**src/rtl/core/loos_pkg.sv**
```systemverilog
`timescale 1ns / 1ps
// ----------------------------------------------------------------------------
// loos_pkg
// Shared widths and the result record of the literal occurrence overlap
// scorer.
// ----------------------------------------------------------------------------
package loos_pkg;

    // Stream payload widths
    localparam int LITERAL_W   = 14;
    localparam int IN_DATA_W   = 16;
    localparam int OUT_SCORE_W = 32;
    localparam int OUT_DATA_W  = 32;

    // Width used to compare a literal magnitude against the variable limit
    localparam int MAG_EXT_W   = 32;

    // One result item as it sits in the output queue
    typedef struct packed {
        logic [OUT_SCORE_W-1:0] overlap_score;
        logic                   score_saturated;
    } result_t;

endpackage

```
**src/rtl/core/loos_result_fifo.sv**
```systemverilog
`timescale 1ns / 1ps
// ----------------------------------------------------------------------------
// loos_result_fifo
// Two-entry result queue that decouples the scoring pipeline from the
// downstream ready.
// ----------------------------------------------------------------------------
module loos_result_fifo (
    input  logic              clk,
    input  logic              rst_n,
    input  logic              push,
    input  loos_pkg::result_t push_data,
    input  logic              pop_ready,
    output logic              out_valid,
    output loos_pkg::result_t out_data,
    output logic [1:0]        count
);
    import loos_pkg::*;

    result_t    entry_reg [2];
    logic       wr_ptr_reg, wr_ptr_next;
    logic       rd_ptr_reg, rd_ptr_next;
    logic [1:0] count_reg, count_next;
    logic       pop;

    assign pop       = (count_reg != 2'd0) && pop_ready;
    assign out_valid = (count_reg != 2'd0);
    assign out_data  = entry_reg[rd_ptr_reg];
    assign count     = count_reg;

    // Pointer and occupancy update
    always_comb
    begin
        wr_ptr_next = push ? ~wr_ptr_reg : wr_ptr_reg;
        rd_ptr_next = pop ? ~rd_ptr_reg : rd_ptr_reg;
        count_next  = count_reg;
        if (push && !pop)
        begin
            count_next = count_reg + 2'd1;
        end
        else if (pop && !push)
        begin
            count_next = count_reg - 2'd1;
        end
    end

    always_ff @(posedge clk or negedge rst_n)
    begin
        if (!rst_n)
        begin
            wr_ptr_reg <= 1'b0;
            rd_ptr_reg <= 1'b0;
            count_reg  <= 2'd0;
        end
        else
        begin
            wr_ptr_reg <= wr_ptr_next;
            rd_ptr_reg <= rd_ptr_next;
            count_reg  <= count_next;
        end
    end

    // Entry storage
    always_ff @(posedge clk)
    begin
        if (push)
        begin
            entry_reg[wr_ptr_reg] <= push_data;
        end
    end

endmodule

```
**config.mk**
```make
export PLATFORM = sky130hd
export DESIGN_NAME = loos_result_fifo
export DESIGN_NICKNAME = d
export VERILOG_FILES = /design/src/rtl/core/loos_pkg.sv /design/src/rtl/core/loos_result_fifo.sv
export SDC_FILE = /design/constraint.sdc
export NUM_CORES = 1
export LEC_CHECK = 0
export ABC_AREA = 1
export BUFFER_PORTS_ARGS = -buffer_cell sky130_fd_sc_hd__buf_2
export CAP_MARGIN = 30
export CORE_MARGIN = 10
export CORE_UTILIZATION = 45
export CTS_CLUSTER_SIZE = 20
export DETAILED_ROUTE_END_ITERATION = 6
export MAX_ROUTING_LAYER = met4
export PLACE_DENSITY = 0.82
export SLEW_MARGIN = 0
export SYNTH_ARGS = -nofsm -noshare
export SYNTH_HDL_FRONTEND = slang
export SYNTH_SLANG_ARGS = --single-unit
```
**constraint.sdc**
```tcl
create_clock -name clk -period 3.3 [get_ports clk]
set_clock_uncertainty 0.1 [all_clocks]
set_input_delay 0.66 -clock clk [delete_from_list [all_inputs] [get_ports clk]]
set_output_delay 0.66 -clock clk [all_outputs]
set_load 0.02 [all_outputs]
```
==> qor.yml <==
status:
  status: "complete, no violations"
grt:
  antenna_found_initial: 0
  grt_start_max_net_pins: 35
  grt_pass1_vias: 1709
  grt_pass1_wl_um: 8200
  grt_overflow_total: 0
  grt_use_total_pct: 11.2
clock_network:
  clkSinkCount: 70
  clockRootBuffer: "clkbuf_8"
  clk_latency_ns: 0.33
  cts.repair.resized: 0
  clkTransAtPathRegs_ns: 0.07
  numCtsBuffers: 9
  h-tree-depth: 3
  clockBufferDepth: 2
  cts_setup_buffers: 0
  postCtsHoldBufs: 0
  cts_tree: "yes"
flow_run:
  cap_violations: 0
timing:
  hold_ws_ns: 0.0200
  final.period_utilization_pct: 79.5
  fin_setup_tns_ns: 0
  setup_ws_ns: 0.677
  hold_viol_final: 0
  slew_viol_final: 0
  report.final.setup_viol: 0
  worstMarginPinSlew_ns: 0.794
  rsz0062_at_grt: "false"
  period_needed_ns: 2.62
  fmax_ghz: 0.381
  max_slew_margin_pct: 47.1
critical_path:
  start_kind: "register"
  critPathRequiredTime_ns: 2.54
  crit_arrival_ns: 1.86
  crit_slowest_cell: "dfrtp_1"
  crit_chain: "buf_4, nand2_1, nand2_1, buf_2"
  critPathBufInv: 2
  crit_fanout: 20
  end_kind: "output port"
  crit_family: "flip-flops"
  critPathKind: "reg2out"
  crit_top_cell: "nand2_1"
  critPathMaxStageDelay_ns: 0.86
final_layout:
  drive_gt1_share_pct: 36.0
  layout_commonest_cell: "nand2_1"
  fill_cells: 486
  instances_no_fill: 358
  mostFrequentLayoutCells: "nand2_1, buf_2, edfxtp_1"
  final_nets: 316
  diodes: 0
  syn2layout_area_growth_pct: 25.1
  largest_register_ffs: 66
drt:
  via_count: 1642
  wl_met2_um: 2650
  routed-wl-met3_um: 353
  wl_um: 5140
  ant_nets: 0
  wire_per_inst_um: 14.3
  top_layer: "met4"
  drt_pass1_iterations: 4
  vias_per_cell: 4.59
  routedLengthMet1_um: 2120
  drc: 0
  drtIter0Drc: 73
floorplanning:
  dieArea_um2: 9420
  core_area_um2: 5850
  fp-row-count: 28
  dieWidth_um: 97.0
  die_h_um: 97.0
  pin_count: 73
  initial_core_util_pct: 45.7
yosys:
  synth_cell_types: 15
  syn_area_um2: 2670
  synth.yosys.seq_area_share_pct: 77.9
  syn_inst: 199
  synth_fp_nets: 237
  ys_ff_latch: 70
  synth_area_per_cell_um2: 13.4
  yosys_warnings: 0
power_and_ir_drop:
  vdd_drop_max_uv: 562
  power.density_nw_per_um2: 956
  p_seq_share_pct: 40.2
  p_switching_mw: 1.13
  swShare_pct: 35.3
  p_int_mw: 2.07
  combPwrFrac_pct: 32.5
  total_power_mw: 3.19
  p_leak_nw: 1.48
  pwr-share-clk_pct: 27.3
place:
  place_congestion: 0.660
  preCtsSetupSlack_ns: 1.03
  portBuffers: 72
  hpwlAfterDp_um: 3610
  dp.cells: 342
min_path:
  hold_class: "in2async"
-- stage by stage --
stage,area (um^2),util (%)
floorplan,2670,-
global placement,3080,52.7
detailed placement,3080,52.7
CTS,3340,57.1
global route,3340,57.1
finish,3340,57.1
-- per-layer routing --
| metal | GRT usage, % | vias up |
|---|---|---|
| li1 | - | 821 |
| met1 | 12.5 | 768 |
| met2 | 18.4 | 51 |
| met3 | 4.27 | 2 |
| met4 | 3.41 | 0 |
| met5 | - | - |
-- synth_stat cells --
master,number,area (um^2)
nand2_1,98,368
edfxtp_1,66,1980
nand2_2,10,62.6
inv_1,6,22.5
buf_6,4,45.0
dfrtp_1,4,100
buf_4,2,15.0
nand3_1,2,10.0
buf_8,1,15.0
ha_1,1,12.5
inv_8,1,11.3
nand4_1,1,6.26
nor2_1,1,3.75
xnor2_1,1,8.76
xor2_1,1,8.76
-- power by group through the flow --
stage	Clock, mW	Sequential [mW]	Combinational (mW)
after floorplan	0	1.27	0.778
after global placement	0	1.30	1.05
after detailed placement	0	1.30	1.06
after CTS	0.890	1.28	1.07
after global routing	0.923	1.30	1.16
final	0.870	1.28	1.04
-- worst paths after layout --
path | from | to | slack, ns | cells after the start
max | rd_ptr_reg$_DFFE_PN0P_ | out_data[8] | 0.68 | 4
min | rst_n | wr_ptr_reg$_DFFE_PN0P_ | 0.02 | 1
max reg2reg | wr_ptr_reg$_DFFE_PN0P_ | entry_reg[1][4]$_DFFE_PP_ | 1.52 | 3
min reg2reg | count[1]$_DFFE_PN0P_ | count[1]$_DFFE_PN0P_ | 0.40 | 2
max in group asynchronous | rst_n | count[0]$_DFFE_PN0P_ | 2.96 | 1
min in group clk | count[1]$_DFFE_PN0P_ | count[1]$_DFFE_PN0P_ | 0.40 | 2
-- kinds of logic (layout without fill, tap and decap cells) --
logic type | Yosys count | count (layout) | share of synthesized area (%)
buffers and inverters | 14 | 98 | 4.07
AND/OR/NAND/NOR | 112 | 112 | 16.9
adder cells (fa/ha/maj) | 1 | 1 | 0.468
XOR/XNOR | 2 | 2 | 0.656
flip-flops | 70 | 70 | 77.9
-- final cells by class --
class / instances / area (um^2) / area share (%)
inverters: 7 / 33.8 / 1.01
multi-input cells: 115 / 488 / 14.6
clock inverters: 7 / 136 / 4.08
flip-flops and latches: 70 / 2080 / 62.3
repair buffers: 75 / 383 / 11.5
clock buffers: 9 / 124 / 3.71
well taps: 75 / 93.8 / 2.81
Power figures use the tool's default switching activity.
